**src/design/rbc_pkg.sv**
```systemverilog
// Package with types, codes and constants of the reconnect backoff controller.
`default_nettype none

package rbc_pkg;

	localparam int TAG_BITS_DEF   = 32;
	localparam int DELAY_BITS_DEF = 20;
	localparam int LIMIT_BITS     = 8;
	localparam int MODE_BITS      = 3;
	localparam int PHASE_BITS     = 3;
	localparam int CFG_IDX_BITS   = 2;

	// Values selected when a configuration register holds zero.
	localparam logic [LIMIT_BITS-1:0] DEF_LIMIT = 8'd3;
	localparam int DEF_FIRST = 250;
	localparam int DEF_CEIL  = 8000;

	typedef enum logic [CFG_IDX_BITS-1:0] {
		REG_ATTEMPT_LIMIT = 2'd0,
		REG_FIRST_DELAY   = 2'd1,
		REG_DELAY_CEILING = 2'd2
	} cfg_reg_t;

	typedef enum logic [MODE_BITS-1:0] {
		MODE_BEGIN    = 3'd0,
		MODE_FAILURE  = 3'd1,
		MODE_RETRY    = 3'd2,
		MODE_COMPLETE = 3'd3,
		MODE_CANCEL   = 3'd4
	} mode_t;

	typedef enum logic [PHASE_BITS-1:0] {
		PH_IDLE       = 3'd0,
		PH_ACTIVE     = 3'd1,
		PH_WAITING    = 3'd2,
		PH_ATTEMPTING = 3'd3,
		PH_TERMINAL   = 3'd4,
		PH_CANCELLED  = 3'd5
	} phase_t;

	typedef struct packed {
		logic accepted;
		logic retry_now;
		logic gave_up;
	} result_flags_t;

endpackage

`default_nettype wire

```
**src/design/rbc_if.sv**
```systemverilog
// Channel interfaces: event input, result output and configuration write.
`default_nettype none

interface rbc_evt_if #(
	parameter int TAG_BITS = rbc_pkg::TAG_BITS_DEF
);
	logic                           valid;
	logic                           ready;
	logic [rbc_pkg::MODE_BITS-1:0]  mode;
	logic [TAG_BITS-1:0]            session_tag;
	logic                           retryable;
	logic                           success;

	modport source (output valid, mode, session_tag, retryable, success, input ready);
	modport sink (input valid, mode, session_tag, retryable, success, output ready);
endinterface

interface rbc_res_if #(
	parameter int TAG_BITS   = rbc_pkg::TAG_BITS_DEF,
	parameter int DELAY_BITS = rbc_pkg::DELAY_BITS_DEF
);
	logic                            valid;
	logic                            ready;
	logic                            accepted;
	logic                            retry_now;
	logic                            gave_up;
	logic [rbc_pkg::LIMIT_BITS-1:0]  attempt_number;
	logic [DELAY_BITS-1:0]           backoff_ms;
	logic [TAG_BITS-1:0]             echo_tag;
	logic [rbc_pkg::PHASE_BITS-1:0]  phase_now;

	modport source (output valid, accepted, retry_now, gave_up, attempt_number, backoff_ms,
		echo_tag, phase_now, input ready);
	modport sink (input valid, accepted, retry_now, gave_up, attempt_number, backoff_ms,
		echo_tag, phase_now, output ready);
endinterface

interface rbc_cfg_if #(
	parameter int DATA_BITS = rbc_pkg::DELAY_BITS_DEF
);
	logic                             valid;
	logic                             ready;
	logic [rbc_pkg::CFG_IDX_BITS-1:0] index;
	logic [DATA_BITS-1:0]             data;

	modport source (output valid, index, data, input ready);
	modport sink (input valid, index, data, output ready);
endinterface

`default_nettype wire

```
**src/design/rbc_cfg.sv**
```systemverilog
// Configuration registers and the effective limit, first delay and ceiling.
`default_nettype none

module rbc_cfg #(
	parameter int DELAY_BITS = rbc_pkg::DELAY_BITS_DEF
) (
	input  wire logic                            clk,
	input  wire logic                            arst_n,
	input  wire logic                            wr_en,
	input  wire logic [rbc_pkg::CFG_IDX_BITS-1:0] wr_index,
	input  wire logic [DELAY_BITS-1:0]           wr_data,
	output logic [rbc_pkg::LIMIT_BITS-1:0]       limit,
	output logic [DELAY_BITS-1:0]                first,
	output logic [DELAY_BITS-1:0]                ceil
);

	logic [rbc_pkg::LIMIT_BITS-1:0] limit_q;
	logic [DELAY_BITS-1:0]          first_q;
	logic [DELAY_BITS-1:0]          ceil_q;
	logic [DELAY_BITS-1:0]          ceil_raw;

	always_ff @(posedge clk or negedge arst_n) begin
		if (!arst_n) begin
			limit_q <= '0;
			first_q <= '0;
			ceil_q  <= '0;
		end else if (wr_en) begin
			case (wr_index)
				rbc_pkg::REG_ATTEMPT_LIMIT: limit_q <= wr_data[rbc_pkg::LIMIT_BITS-1:0];
				rbc_pkg::REG_FIRST_DELAY:   first_q <= wr_data;
				rbc_pkg::REG_DELAY_CEILING: ceil_q  <= wr_data;
				default: ;
			endcase
		end
	end

	// A zero register selects its default; the ceiling never sits below the first delay.
	assign limit    = (limit_q != '0) ? limit_q : rbc_pkg::DEF_LIMIT;
	assign first    = (first_q != '0) ? first_q : DELAY_BITS'(rbc_pkg::DEF_FIRST);
	assign ceil_raw = (ceil_q != '0) ? ceil_q : DELAY_BITS'(rbc_pkg::DEF_CEIL);
	assign ceil     = (ceil_raw < first) ? first : ceil_raw;

endmodule

`default_nettype wire

```
**src/design/rbc_engine.sv**
```systemverilog
// Session state registers and the per-event transition and result logic.
`default_nettype none

module rbc_engine #(
	parameter int TAG_BITS   = rbc_pkg::TAG_BITS_DEF,
	parameter int DELAY_BITS = rbc_pkg::DELAY_BITS_DEF
) (
	input  wire logic                           clk,
	input  wire logic                           arst_n,
	input  wire logic                           fire,
	input  wire logic [rbc_pkg::MODE_BITS-1:0]  mode,
	input  wire logic [TAG_BITS-1:0]            tag,
	input  wire logic                           retryable,
	input  wire logic                           success,
	input  wire logic [rbc_pkg::LIMIT_BITS-1:0] limit,
	input  wire logic [DELAY_BITS-1:0]          first,
	input  wire logic [DELAY_BITS-1:0]          ceil,
	output rbc_pkg::result_flags_t              flags,
	output logic [rbc_pkg::LIMIT_BITS-1:0]      attempt,
	output logic [DELAY_BITS-1:0]               delay,
	output rbc_pkg::phase_t                     phase_next
);

	rbc_pkg::phase_t                phase_q;
	logic [TAG_BITS-1:0]            tag_q;
	logic [rbc_pkg::LIMIT_BITS-1:0] count_q;
	logic [DELAY_BITS-1:0]          delay_q;

	logic [TAG_BITS-1:0]            tag_d;
	logic [rbc_pkg::LIMIT_BITS-1:0] count_d;
	logic [DELAY_BITS-1:0]          delay_d;

	logic                           tag_ok;
	logic [DELAY_BITS-1:0]          grown;
	logic [DELAY_BITS-1:0]          grown_cap;

	assign tag_ok = (tag != '0) && (tag == tag_q);

	// Doubling saturates at the ceiling; the first retry starts at the first delay.
	assign grown = (count_q == '0) ? first :
		(delay_q > (ceil >> 1)) ? ceil : {delay_q[DELAY_BITS-2:0], 1'b0};
	assign grown_cap = (grown > ceil) ? ceil : grown;

	always_comb begin
		phase_next = phase_q;
		tag_d      = tag_q;
		count_d    = count_q;
		delay_d    = delay_q;
		flags      = '0;
		attempt    = '0;
		delay      = '0;
		case (mode)
			rbc_pkg::MODE_BEGIN: begin
				if (tag != '0 && tag != tag_q && phase_q != rbc_pkg::PH_ACTIVE &&
					phase_q != rbc_pkg::PH_WAITING &&
					phase_q != rbc_pkg::PH_ATTEMPTING) begin
					tag_d          = tag;
					count_d        = '0;
					delay_d        = '0;
					phase_next     = rbc_pkg::PH_ACTIVE;
					flags.accepted = 1'b1;
				end
			end
			rbc_pkg::MODE_FAILURE: begin
				if (tag_ok && (phase_q == rbc_pkg::PH_ACTIVE ||
					phase_q == rbc_pkg::PH_ATTEMPTING)) begin
					flags.accepted = 1'b1;
					if (!retryable || count_q >= limit) begin
						phase_next    = rbc_pkg::PH_TERMINAL;
						delay_d       = '0;
						flags.gave_up = 1'b1;
						attempt       = count_q;
					end else begin
						count_d         = count_q + 1'b1;
						delay_d         = grown_cap;
						flags.retry_now = 1'b1;
						attempt         = count_q + 1'b1;
						delay           = grown_cap;
						phase_next      = rbc_pkg::PH_WAITING;
					end
				end
			end
			rbc_pkg::MODE_RETRY: begin
				if (tag_ok && phase_q == rbc_pkg::PH_WAITING) begin
					phase_next     = rbc_pkg::PH_ATTEMPTING;
					flags.accepted = 1'b1;
				end
			end
			rbc_pkg::MODE_COMPLETE: begin
				if (tag_ok && phase_q == rbc_pkg::PH_ATTEMPTING && success) begin
					phase_next     = rbc_pkg::PH_ACTIVE;
					count_d        = '0;
					delay_d        = '0;
					flags.accepted = 1'b1;
				end
			end
			rbc_pkg::MODE_CANCEL: begin
				if (tag_ok && (phase_q == rbc_pkg::PH_ACTIVE ||
					phase_q == rbc_pkg::PH_WAITING ||
					phase_q == rbc_pkg::PH_ATTEMPTING)) begin
					phase_next     = rbc_pkg::PH_CANCELLED;
					delay_d        = '0;
					flags.accepted = 1'b1;
				end
			end
			default: ;
		endcase
	end

	always_ff @(posedge clk or negedge arst_n) begin
		if (!arst_n) begin
			phase_q <= rbc_pkg::PH_IDLE;
			tag_q   <= '0;
			count_q <= '0;
			delay_q <= '0;
		end else if (fire) begin
			phase_q <= phase_next;
			tag_q   <= tag_d;
			count_q <= count_d;
			delay_q <= delay_d;
		end
	end

endmodule

`default_nettype wire

```
**src/design/reconnect_backoff_controller_core.sv**
```systemverilog
// Top level of the reconnect backoff controller: channels, stage registers and units.
//
//   Channel  Direction  Carries
//   evt      in         mode, session_tag, retryable, success
//   res      out        accepted, retry_now, gave_up, attempt_number, backoff_ms,
//                       echo_tag, phase_now
//   cfg      in         index, data (attempt_limit, first_delay, delay_ceiling)
//
// One event can be accepted in every cycle, as long as the result side is not stalled.
// An event is held in the input stage register; the transition logic updates the
// session state and loads the result register as the event moves on, and the result
// is offered from there. A stalled result holds the result register and then the
// input stage; the input stage still takes a transaction while a result waits, as
// long as it is itself empty. Reset clears the session to idle and all configuration
// registers to zero; configuration writes are always taken.
`default_nettype none

module reconnect_backoff_controller_core #(
	parameter int TAG_BITS   = rbc_pkg::TAG_BITS_DEF,
	parameter int DELAY_BITS = rbc_pkg::DELAY_BITS_DEF
) (
	input wire logic clk,
	input wire logic arst_n,
	rbc_evt_if.sink  evt,
	rbc_res_if.source res,
	rbc_cfg_if.sink  cfg
);

	// Input stage registers.
	logic                           s1_valid_q;
	logic [rbc_pkg::MODE_BITS-1:0]  mode_s1;
	logic [TAG_BITS-1:0]            tag_s1;
	logic                           retryable_s1;
	logic                           success_s1;

	// Result register.
	logic                           res_valid_q;
	rbc_pkg::result_flags_t         flags_q;
	logic [rbc_pkg::LIMIT_BITS-1:0] attempt_q;
	logic [DELAY_BITS-1:0]          delay_q;
	logic [TAG_BITS-1:0]            echo_q;
	rbc_pkg::phase_t                phase_q;

	// Effective configuration and engine outputs.
	logic [rbc_pkg::LIMIT_BITS-1:0] limit;
	logic [DELAY_BITS-1:0]          first;
	logic [DELAY_BITS-1:0]          ceil;
	rbc_pkg::result_flags_t         flags;
	logic [rbc_pkg::LIMIT_BITS-1:0] attempt;
	logic [DELAY_BITS-1:0]          delay;
	rbc_pkg::phase_t                phase_next;

	logic out_free;
	logic s1_fire;
	logic evt_take;

	// The result register can take a new result when it is empty or being drained.
	assign out_free  = !res_valid_q || res.ready;
	assign s1_fire   = s1_valid_q && out_free;
	assign evt.ready = !s1_valid_q || out_free;
	assign evt_take  = evt.valid && evt.ready;

	// Configuration writes never stall.
	assign cfg.ready = 1'b1;

	rbc_cfg #(
		.DELAY_BITS(DELAY_BITS)
	) u_cfg (
		.clk      (clk),
		.arst_n   (arst_n),
		.wr_en    (cfg.valid && cfg.ready),
		.wr_index (cfg.index),
		.wr_data  (cfg.data),
		.limit    (limit),
		.first    (first),
		.ceil     (ceil)
	);

	// The engine commits its state change only when the event moves on to the result.
	rbc_engine #(
		.TAG_BITS   (TAG_BITS),
		.DELAY_BITS (DELAY_BITS)
	) u_engine (
		.clk        (clk),
		.arst_n     (arst_n),
		.fire       (s1_fire),
		.mode       (mode_s1),
		.tag        (tag_s1),
		.retryable  (retryable_s1),
		.success    (success_s1),
		.limit      (limit),
		.first      (first),
		.ceil       (ceil),
		.flags      (flags),
		.attempt    (attempt),
		.delay      (delay),
		.phase_next (phase_next)
	);

	always_ff @(posedge clk or negedge arst_n) begin
		if (!arst_n) begin
			s1_valid_q <= 1'b0;
		end else if (evt_take) begin
			s1_valid_q <= 1'b1;
		end else if (s1_fire) begin
			s1_valid_q <= 1'b0;
		end
	end

	always_ff @(posedge clk) begin
		if (evt_take) begin
			mode_s1      <= evt.mode;
			tag_s1       <= evt.session_tag;
			retryable_s1 <= evt.retryable;
			success_s1   <= evt.success;
		end
	end

	always_ff @(posedge clk or negedge arst_n) begin
		if (!arst_n) begin
			res_valid_q <= 1'b0;
		end else if (s1_fire) begin
			res_valid_q <= 1'b1;
		end else if (res.ready) begin
			res_valid_q <= 1'b0;
		end
	end

	always_ff @(posedge clk) begin
		if (s1_fire) begin
			flags_q   <= flags;
			attempt_q <= attempt;
			delay_q   <= delay;
			echo_q    <= tag_s1;
			phase_q   <= phase_next;
		end
	end

	assign res.valid          = res_valid_q;
	assign res.accepted       = flags_q.accepted;
	assign res.retry_now      = flags_q.retry_now;
	assign res.gave_up        = flags_q.gave_up;
	assign res.attempt_number = attempt_q;
	assign res.backoff_ms     = delay_q;
	assign res.echo_tag       = echo_q;
	assign res.phase_now      = phase_q;

endmodule

`default_nettype wire

```
**src/flat_wrapper.sv**
```systemverilog
// flat-port wrapper written by rule: the top's interface ports become plain ports
module reconnect_backoff_controller_core_flat 
#(
	parameter int TAG_BITS   = rbc_pkg::TAG_BITS_DEF,
	parameter int DELAY_BITS = rbc_pkg::DELAY_BITS_DEF
)
  (clk, arst_n, evt_valid, evt_mode, evt_session_tag, evt_retryable, evt_success, evt_ready, res_valid, res_accepted, res_retry_now, res_gave_up, res_attempt_number, res_backoff_ms, res_echo_tag, res_phase_now, res_ready, cfg_valid, cfg_index, cfg_data, cfg_ready);
  rbc_evt_if #(.TAG_BITS(TAG_BITS)) evt_i ();
  rbc_res_if #(.TAG_BITS(TAG_BITS), .DELAY_BITS(DELAY_BITS)) res_i ();
  rbc_cfg_if cfg_i ();
  input wire logic clk;
  input wire logic arst_n;
  input wire logic [$bits(evt_i.valid)-1:0] evt_valid;
  input wire logic [$bits(evt_i.mode)-1:0] evt_mode;
  input wire logic [$bits(evt_i.session_tag)-1:0] evt_session_tag;
  input wire logic [$bits(evt_i.retryable)-1:0] evt_retryable;
  input wire logic [$bits(evt_i.success)-1:0] evt_success;
  output wire logic [$bits(evt_i.ready)-1:0] evt_ready;
  output wire logic [$bits(res_i.valid)-1:0] res_valid;
  output wire logic [$bits(res_i.accepted)-1:0] res_accepted;
  output wire logic [$bits(res_i.retry_now)-1:0] res_retry_now;
  output wire logic [$bits(res_i.gave_up)-1:0] res_gave_up;
  output wire logic [$bits(res_i.attempt_number)-1:0] res_attempt_number;
  output wire logic [$bits(res_i.backoff_ms)-1:0] res_backoff_ms;
  output wire logic [$bits(res_i.echo_tag)-1:0] res_echo_tag;
  output wire logic [$bits(res_i.phase_now)-1:0] res_phase_now;
  input wire logic [$bits(res_i.ready)-1:0] res_ready;
  input wire logic [$bits(cfg_i.valid)-1:0] cfg_valid;
  input wire logic [$bits(cfg_i.index)-1:0] cfg_index;
  input wire logic [$bits(cfg_i.data)-1:0] cfg_data;
  output wire logic [$bits(cfg_i.ready)-1:0] cfg_ready;
  assign evt_i.valid = evt_valid;
  assign evt_i.mode = evt_mode;
  assign evt_i.session_tag = evt_session_tag;
  assign evt_i.retryable = evt_retryable;
  assign evt_i.success = evt_success;
  assign evt_ready = evt_i.ready;
  assign res_valid = res_i.valid;
  assign res_accepted = res_i.accepted;
  assign res_retry_now = res_i.retry_now;
  assign res_gave_up = res_i.gave_up;
  assign res_attempt_number = res_i.attempt_number;
  assign res_backoff_ms = res_i.backoff_ms;
  assign res_echo_tag = res_i.echo_tag;
  assign res_phase_now = res_i.phase_now;
  assign res_i.ready = res_ready;
  assign cfg_i.valid = cfg_valid;
  assign cfg_i.index = cfg_index;
  assign cfg_i.data = cfg_data;
  assign cfg_ready = cfg_i.ready;
  reconnect_backoff_controller_core #(.TAG_BITS(TAG_BITS), .DELAY_BITS(DELAY_BITS)) u_core (.clk(clk), .arst_n(arst_n), .evt(evt_i), .res(res_i), .cfg(cfg_i));
endmodule
```
**config.mk**
```make
export PLATFORM = sky130hd
export DESIGN_NAME = reconnect_backoff_controller_core_flat
export DESIGN_NICKNAME = d
export VERILOG_FILES = /design/src/design/rbc_pkg.sv /design/src/design/rbc_if.sv /design/src/design/rbc_cfg.sv /design/src/design/rbc_engine.sv /design/src/design/reconnect_backoff_controller_core.sv /design/src/flat_wrapper.sv
export SDC_FILE = /design/constraint.sdc
export NUM_CORES = 1
export LEC_CHECK = 0
export ABC_CLOCK_PERIOD_IN_PS = 9050
export BUFFER_PORTS_ARGS = -buffer_cell sky130_fd_sc_hd__clkbuf_2
export CAP_MARGIN = 20
export CORE_MARGIN = 5
export CORE_UTILIZATION = 55
export DETAILED_ROUTE_END_ITERATION = 10
export MAX_ROUTING_LAYER = met4
export PLACE_DENSITY_LB_ADDON = 0.05
export REMOVE_ABC_BUFFERS = 1
export SLEW_MARGIN = 20
export SYNTH_ARGS = -nofsm -noshare
export SYNTH_HDL_FRONTEND = slang
export SYNTH_SLANG_ARGS = --single-unit
```
**constraint.sdc**
```tcl
create_clock -name clk -period 9.05 [get_ports clk]
set_input_delay 2.715 -clock clk [delete_from_list [all_inputs] [get_ports clk]]
set_output_delay 2.715 -clock clk [all_outputs]
set_load 0.01 [all_outputs]
```
Word level (Yosys, flattened, before mapping)
Index checks and enable logic that the tools add are counted.

Register bits after elaboration: 216. Output and inout port bits: 69. Logic and storage cells: 119. Input port bits: 64.

Equal/unequal tests: 18. Reductions and logical operators: 39. Add/subtract/negate cells: 1. Muxes and demuxes: 37. Magnitude comparators: 4.

Operators with widths (count): 20-bit two-way mux (11); 20-bit case mux with 4 select lines (1); 8-bit two-way mux (5); 20-bit nonzero test (2); 32-bit == test (1); 32-bit != test (1); 32-bit nonzero test (1); 8-bit case mux with 3 select lines (1); 3-bit two-way mux (7); 20-bit by 19-bit greater-than comparator with 1-bit output (1); 20-bit greater-than comparator (1); 20-bit < comparator (1); 3-bit case mux with 5 select lines (1); 3-bit by 2-bit == test with 1-bit output, second input constant (4); 1-bit logical AND (12); 1-bit two-way mux (10); 8-bit by 1-bit adder with 8-bit output, second input constant (1); 8-bit >= comparator (1); 8-bit zero test (1); 2-bit != test, second input constant (4); 2-bit AND reduction (4); 8-bit nonzero test (1); 3-bit by 1-bit == test with 1-bit output, second input constant (2); 1-bit logical OR (6); 15 further kinds (19).

Logic depth before layout (Yosys ltp)
Gate-level depths: netlist (run 1).

Depth in word-level cells: 12. Gate-level depth with buffers: 33. Depth with buffers taken out: 30.

Cells and area by module
From an unflattened synthesis (run 1), not the netlist that was laid out.

Cells, all modules: 1011. Area total of the unflattened synthesis: 11785.1 um^2.

By module, submodules not included: rbc_engine (area each 5689.2 um^2, times used 1, sequential area each 1576.5 um^2, cells each 639); reconnect_backoff_controller_core (area each 3208.1 um^2, times used 1, sequential area each 3143.0 um^2, cells each 113); rbc_cfg (area each 2887.8 um^2, times used 1, sequential area each 1201.2 um^2, cells each 259).

Least setup slack after synthesis (run 1)
Ideal clock, no wire load.

Kind: flip-flop to flip-flop. From: register u_core.u_cfg.first_q[11]. To: register u_core.delay_q[10], in the netlist u_core.res.backoff_ms[10], data pin. Data required time: 8781 ps. Data arrival time: 6586 ps. Setup slack: 2194 ps. Buffers on the path: 2. Clock period less this slack: 6856 ps. Setup time: 269 ps. Stages on the path, launching flop included: 33. Path through: dfrtp_1 > nor4_1 > nand3_1 > nor2_1 > or2_2 > inv_1 > ha_1 > a211oi_1 > nor2_1 > nor3_1 > o21ai_0 > a31oi_1 > buf_2 > mux2_2 > inv_1 > ha_1 > a21o_1 > a211oi_1 > o211ai_1 > a211o_1 > o21ai_1 > buf_2 > mux2i_1 > o21ai_0 > ha_1 > a21o_1 > a2111oi_0 > o21ai_0 > a22o_1 > o21ai_1 > nand2_1 > o32ai_1 > nor3_1.

Word-level cells in the longest chain between the ends: 10.

RTL lines: start, declared (RTL line rbc_cfg.sv:18) `logic [DELAY_BITS-1:0] first_q;`; start signal, assigned (RTL line rbc_cfg.sv:30) `rbc_pkg::REG_FIRST_DELAY: first_q <= wr_data;`; 20-bit nonzero test (RTL line rbc_cfg.sv:39) `assign first = (first_q != '0) ? first_q : DELAY_BITS'(rbc_pkg::DEF_FIRST);`; 20-bit two-way mux * (RTL line rbc_cfg.sv:39); 20-bit < comparator (RTL line rbc_cfg.sv:41) `assign ceil = (ceil_raw < first) ? first : ceil_raw;`; 20-bit two-way mux (RTL line rbc_cfg.sv:41); 20-bit by 19-bit greater-than comparator with 1-bit output (RTL line rbc_engine.sv:41) `(delay_q > (ceil >> 1)) ? ceil : {delay_q[DELAY_BITS-2:0], 1'b0};`; 20-bit two-way mux (RTL line rbc_engine.sv:41); 20-bit two-way mux (RTL line rbc_engine.sv:40) `assign grown = (count_q == '0) ? first :`; 20-bit greater-than comparator (RTL line rbc_engine.sv:42) `assign grown_cap = (grown > ceil) ? ceil : grown;`; 20-bit two-way mux * (RTL line rbc_engine.sv:42); 20-bit two-way mux * (RTL line rbc_engine.sv:68) `if (!retryable || count_q >= limit) begin`; end signal, assigned (RTL line reconnect_backoff_controller_core.sv:133) `delay_q <= delay;`; end, declared (RTL line reconnect_backoff_controller_core.sv:40) `logic [DELAY_BITS-1:0] delay_q;`.

Mark *: on every way between the ends. The rest lies on a longest branch, timed or not. A chain may end at the register's enable or synchronous reset.

Worst setup path after layout (run 1)
From: register u_core.u_cfg.first_q[15]. To: register u_core.delay_q[17], in the netlist u_core.res.backoff_ms[17], data pin.

The elaborated chain is that of the path after synthesis.

==> results.tsv, run 1 <==
metric	value	unit
grt total ovfl	0	
EDFF count, synth	103	
fmax	120.0	MHz
power per cell area	260.2	mW/mm^2
dpl cells	1328	
Worst Hold Launch	u_core.s1_valid_q	
Initial Util	55.48	%
Post-Place Setup Slack	0.7826	ns
first-pass GRT wire length	43.20	mm
initial antenna violation count	0	
max-cap viol count	0	
CP max stage cell	o21ai_2	
library cells used by synthesis	60	
row count	52	
die area	0.02323	mm^2
fin nets	1217	
TritonCTS Buffers	24	
synth warn	0	
largest net degree at the start of global routing	69	
flop and latch count out of synthesis	216	
TritonCTS clock tree	yes	
area grow syn2layout	16.83	%
Ports	133	
placed cell areas	0.01206	mm^2
GRT Resource Usage Total	23.44	%
die width	152.4	um
Final Hold Fails	0	
Period minus WS final	8.330	ns
worst reg2reg startpoint	u_core.u_cfg.first_q[15]	
share of layout cells above drive strength 1	27.31	%
final instance area	0.01303	mm^2
hpwl dp	19.35	mm
register area share after synthesis	53.09	%
Max stage delay on crit path	0.54	ns
Final Cycle Share	92.04	%
max-slew violations	0	
Resize count post-CTS	0	
commonest non-fill, non-tap cells in the layout	clkbuf_2, dfrtp_1, edfxtp_1, mux2_2, nand2_1	
final setup fails	0	
DRT antenna net count	0	
Async SR Flop Fraction	52.31	%
first-pass iteration count of the detailed router	5	
Buf+Inv Stages, Crit Path	5	
Worst R2R Setup Slack	0.72	ns
Hold Crit Class	reg2reg	
worst hold slack	0.4935	ns
Worst EP required	9.29	ns
vias in the first global route	7709	
CTS HTree Levels	1	
worst flop-to-flop path endpoint	u_core.res.backoff_ms[17]	
core area	0.02010	mm^2
post-DR wirelength/cell	19.45	um
crit path DAT	8.57	ns
Port Buf Inserts	131	
crit path kind	reg2reg	
Sink Count	216	
CP top delay family	compound AO/OA/AOI/OAI gates	
setup bufs post-CTS	0	
Hold Crit Depth	1	
commonest non-fill, non-tap cell in the layout	clkbuf_2	
Max VDD drop	264.4	uV
Remaining DRCs	0	
die height	152.4	um
Reg2Reg Depth	32	
via count	7930	
Leakage	5.827	nW
vias per inst	5.780	
Post-Route Utilization	64.81	%
Mapped Area	0.01115	mm^2
antenna cells	0	
CP endpoint kind	flop	
Filler cells	1554	
worst skew pair latency	0.53	ns
Slew headroom	36.87	%
Main synth FF type	dfrtp_1	
# hold bufs at CTS	0	
average cell area after synthesis	11.57	um^2
fin worst setup slack	0.7200	ns
CP Launch Type	flop	
Root Buffer	clkbuf_16	
Post-Route Skew	0.01639	ns
Post-Synthesis Cells	964	
CP max FO	14	
Reg clk slew, reported paths	0.06	ns
Initial DRC Count	531	
Hold Path Sink	u_core.res.valid	
Post-Route WL	26.69	mm
RSZ-0062 raised after global routing	false	
GP Congestion	0.9547	
status	completed	
clock buffer depth	3	
actual slew at the worst max-slew pin	0.9469	ns
final std cells w/o fill	1372	
==> final cells by class <==
class                           count  area (um^2)  area share (%)
Inverter                           62        232.7           1.786
Tap cell                          270        337.8           2.593
Timing Repair Buffer              143        755.7           5.800
Multi-Input combinational cell    638         4825           37.03
Clock buffer                       28        635.6           4.878
Sequential cell                   216         5921           45.44
Clock inverter                     15        322.8           2.477
==> worst max-delay path by stage <==
stage                             start                        end  slack, ns  depth (start not counted)
2_1_floorplan  u_core.u_cfg.first_q[11]  u_core.res.backoff_ms[10]      -0.69                         30
3_3_place_gp    u_core.u_cfg.ceil_q[15]  u_core.res.backoff_ms[17]       0.93                         31
3_5_place_dp   u_core.u_cfg.first_q[12]  u_core.res.backoff_ms[17]       0.78                         31
4_1_cts        u_core.u_cfg.first_q[12]  u_core.res.backoff_ms[17]       0.77                         32
5_1_grt         u_core.u_cfg.ceil_q[15]  u_core.res.backoff_ms[17]       0.12                         31
6_report       u_core.u_cfg.first_q[15]  u_core.res.backoff_ms[17]       0.72                         32
==> registers in the layout (all words and copies together) (netlist names), 3 cells and up <==
| signal | count |
|---|---|
| u_core.res.echo_tag | 32 |
| u_core.tag_s1 | 32 |
| u_core.u_engine.tag_q | 32 |
| u_core.res.backoff_ms | 20 |
| u_core.u_cfg.ceil_q | 20 |
| u_core.u_cfg.first_q | 20 |
| u_core.u_engine.delay_q | 20 |
| u_core.res.attempt_number | 8 |
| u_core.u_cfg.limit_q | 8 |
| u_core.u_engine.count_q | 8 |
| u_core.mode_s1 | 3 |
| u_core.res.phase_now | 3 |
| u_core.u_engine.phase_q | 3 |
==> cell usage after synthesis, types with 5 or more instances <==
| cell | instances | share of area, % |
|---|---|---|
| nor3_1 | 19 | 0.85 |
| o32ai_1 | 9 | 0.71 |
| nor2_1 | 42 | 1.4 |
| buf_2 | 11 | 0.49 |
| o21ai_1 | 5 | 0.22 |
| xor2_1 | 32 | 2.5 |
| o21ai_0 | 56 | 2.5 |
| nand4_1 | 14 | 0.79 |
| a21o_1 | 14 | 0.94 |
| o221ai_1 | 10 | 0.79 |
| o22ai_1 | 10 | 0.56 |
| nor4_1 | 31 | 1.7 |
| nand2b_1 | 5 | 0.28 |
| mux2i_1 | 20 | 1.8 |
| nand3_1 | 23 | 1.0 |
| a21oi_1 | 22 | 0.99 |
| xnor2_1 | 7 | 0.55 |
| or2_2 | 12 | 0.67 |
| inv_1 | 61 | 2.1 |
| clkbuf_1 | 35 | 1.2 |
| o21bai_1 | 7 | 0.47 |
| o31ai_1 | 9 | 0.61 |
| ha_1 | 68 | 7.6 |
| mux2_2 | 95 | 9.6 |
| a211oi_1 | 7 | 0.47 |
| nor3b_1 | 6 | 0.40 |
| nand2_1 | 73 | 2.5 |
| edfxtp_1 | 103 | 28 |
| dfrtp_1 | 113 | 25 |
==> worst reg2reg max path: cells and delay by family (launching register included) <==
family                     cells  cell delay, ns
adders and majority gates      3            0.80
AOI/OAI and AO/OA             14            3.67
buffers and inverters          5            1.03
and+or+nand+nor                8            1.71
muxes                          2            0.44
DFF                            1            0.42
==> metrics by stage <==
stage               TNS (ns)  total power (W)
CTS                        0         0.003405
finish                     0         0.003390
global placement           0         0.002231
detailed placement         0         0.002234
global route               0         0.003577
floorplan             -24.01         0.001937
==> cell families after synthesis <==
logic type	Yosys count	synth area share, %
xor+xnor	39	3.063
fa+ha+maj	68	7.628
simple gates	247	11.20
other cells	1	0.03362
mux	115	11.39
flops	216	53.09
buf+inv	110	3.870
compound gates	168	9.738
==> per-layer routing <==
metal | global-route usage (%) | vias up | part of all wire, %
met5 | - | - | 0
met4 | 4.024 | 0 | 1.7
met3 | 2.812 | 29 | 5.0
met2 | 34.78 | 243 | 45
met1 | 35.54 | 3881 | 48
li1 | - | 3777 | -
==> report_power, final <==
group	switching (W)	internal, W	total, W
sequential	0.000117	0.00119	0.00130
combinational	0.000536	0.000395	0.000931
clock	0.000397	0.000760	0.00116
total	0.00105	0.00234	0.00339
No activity file was read; power rests on OpenSTA's default activity.
==> run 2: changes to the inputs <==
--- a/config.mk
+++ b/config.mk
@@ -17,4 +17,5 @@
 export SLEW_MARGIN = 20
 export SYNTH_ARGS = -nofsm -noshare
 export SYNTH_HDL_FRONTEND = slang
+export SYNTH_HIERARCHICAL = 1
 export SYNTH_SLANG_ARGS = --single-unit
==> results.tsv, run 2 <==
metric	value	unit
Buf+Inv Stages, Crit Path	4	
vias per inst	5.835	
via count	8163	
library cells used by synthesis	72	
register area share after synthesis	50.24	%
actual slew at the worst max-slew pin	1.071	ns
die width	156.4	um
fmax	119.6	MHz
Filler cells	1714	
Post-Place Setup Slack	0.6804	ns
flop and latch count out of synthesis	216	
GP Congestion	0.9247	
CP top delay family	compound AO/OA/AOI/OAI gates	
grt total ovfl	0	
Yosys top cell area share	26.24	%
Worst R2R Setup Slack	0.69	ns
Post-Synthesis Cells	1011	
share of layout cells above drive strength 1	28.67	%
status	completed	
Main synth FF type	dfrtp_1	
RSZ-0062 raised after global routing	false	
Max stage delay on crit path	0.66	ns
Port Buf Inserts	131	
Async SR Flop Fraction	52.31	%
GRT Resource Usage Total	22.88	%
Initial Util	55.89	%
Initial DRC Count	492	
Root Buffer	clkbuf_16	
max-cap viol count	0	
power per cell area	247.0	mW/mm^2
area grow syn2layout	13.88	%
fin nets	1237	
commonest non-fill, non-tap cell in the layout	clkbuf_2	
Worst EP required	9.33	ns
synth warn	6	
commonest cells in the netlist	dfrtp_1, edfxtp_1, mux2_2	
crit path DAT	8.64	ns
TritonCTS Buffers	24	
Post-Route Skew	0.009496	ns
die height	156.4	um
CP max stage cell	a21o_1	
Slew headroom	28.43	%
EDFF count, synth	103	
DRT antenna net count	0	
core area	0.02109	mm^2
Mapped Area	0.01179	mm^2
max-slew violations	0	
Fin Setup TNS	0	ns
initial antenna violation count	1	
CP endpoint kind	flop	
final setup fails	0	
Max VDD drop	181.7	uV
vias in the first global route	8290	
clock buffer depth	3	
fin worst setup slack	0.6909	ns
first-pass GRT wire length	43.83	mm
first-pass iteration count of the detailed router	6	
commonest non-fill, non-tap cells in the layout	clkbuf_2, dfrtp_1, edfxtp_1, mux2_2, ha_1	
TritonCTS clock tree	yes	
Hold Crit Class	reg2reg	
CTS HTree Levels	1	
dominant cells by area after synthesis	edfxtp_1, dfrtp_1, mux2_2	
Period minus WS final	8.359	ns
# hold bufs at CTS	0	
Ports	133	
average cell area after synthesis	11.66	um^2
Leakage	5.962	nW
Sink Count	216	
crit path kind	reg2reg	
area leader, netlist	edfxtp_1	
largest net degree at the start of global routing	63	
Post-Route WL	27.23	mm
top-count cell post-synth	dfrtp_1	
Final Cycle Share	92.37	%
CP max FO	22	
Reg clk slew, reported paths	0.06	ns
CP Launch Type	flop	
row count	53	
post-DR wirelength/cell	19.47	um
hpwl dp	19.89	mm
worst skew pair latency	0.53	ns
Remaining DRCs	0	
die area	0.02445	mm^2
Final Hold Fails	0	
[run 2: area by class of cell]
class                           count  area [um^2]  area share (%)
Multi-Input combinational cell    662         5343           39.81
Clock buffer                       31        709.4           5.286
Inverter                           58        217.7           1.622
Clock inverter                     13        135.1           1.007
Timing Repair Buffer              143        748.2           5.575
Tap cell                          275        344.1           2.564
Antenna cell                        1        2.502         0.01865
Sequential cell                   216         5921           44.12
[run 2: kinds of logic after synthesis]
family          after synthesis  synth area share, %
buf+inv                     133                4.544
other cells                   1              0.03182
xor+xnor                     37                2.750
compound gates              205                11.40
simple gates                231                11.92
fa+ha+maj                    68                7.219
flops                       216                50.24
mux                         120                11.89
[run 2: worst register-to-register path: cells and delay by family (launching register included)]
| family | cells | cell delay (ns) |
|---|---|---|
| buffers and inverters | 4 | 0.92 |
| DFF | 1 | 0.42 |
| muxes | 2 | 0.54 |
| adders and majority gates | 3 | 0.69 |
| and+or+nand+nor | 11 | 2.74 |
| AOI/OAI and AO/OA | 9 | 2.82 |
[run 2: metal layers]
layer,vias up,share of wire (%),global-route usage (%)
li1,3910,-,-
met1,3966,44,30.63
met2,246,49,37.24
met3,41,5.1,3.042
met4,0,2.2,5.868
met5,-,0,-
[run 2: stage by stage]
| step | instance area (um^2) | hold slack [ns] | power [W] | cells | utilization, % |
|---|---|---|---|---|---|
| 2_1_floorplan | 11470 | 0.4743 | 0.002037 | 936 | - |
| 3_3_place_gp | 12560 | 0.5059 | 0.002292 | 1354 | 59.57 |
| 6_report | 13420 | 0.5255 | 0.003315 | 1399 | 63.64 |
| 3_5_place_dp | 12560 | 0.5146 | 0.002318 | 1354 | 59.57 |
| 5_1_grt | 13420 | 0.5406 | 0.003512 | 1399 | 63.64 |
| 4_1_cts | 13410 | 0.5266 | 0.003328 | 1398 | 63.58 |
[run 2: where the power goes]
part           internal [W]  switching, W
sequential          0.00119      0.000128
combinational      0.000428      0.000567
clock              0.000590      0.000412
total               0.00221       0.00111
[run 2: worst paths after layout]
kind / end / startpoint / depth (start not counted)
max: u_core/res.backoff_ms[19] / u_core/u_cfg/ceil_q[15] / 29
min: u_core/u_engine/tag_q[11] / u_core/u_engine/tag_q[11] / 1
max reg2reg: u_core/res.backoff_ms[19] / u_core/u_cfg/ceil_q[15] / 29
min reg2reg: u_core/u_engine/tag_q[11] / u_core/u_engine/tag_q[11] / 1
max in group asynchronous: u_core/u_engine/phase_q[2] / arst_n / 2
min in group asynchronous: u_core/u_engine/delay_q[17] / arst_n / 1
[run 2: timing repair]
| action | in CTS | in global routing |
|---|---|---|
| setup buffers | 0 | 0 |
| setup endpoints to repair | 0 | 4 |
| resized for setup | 0 | 1 |
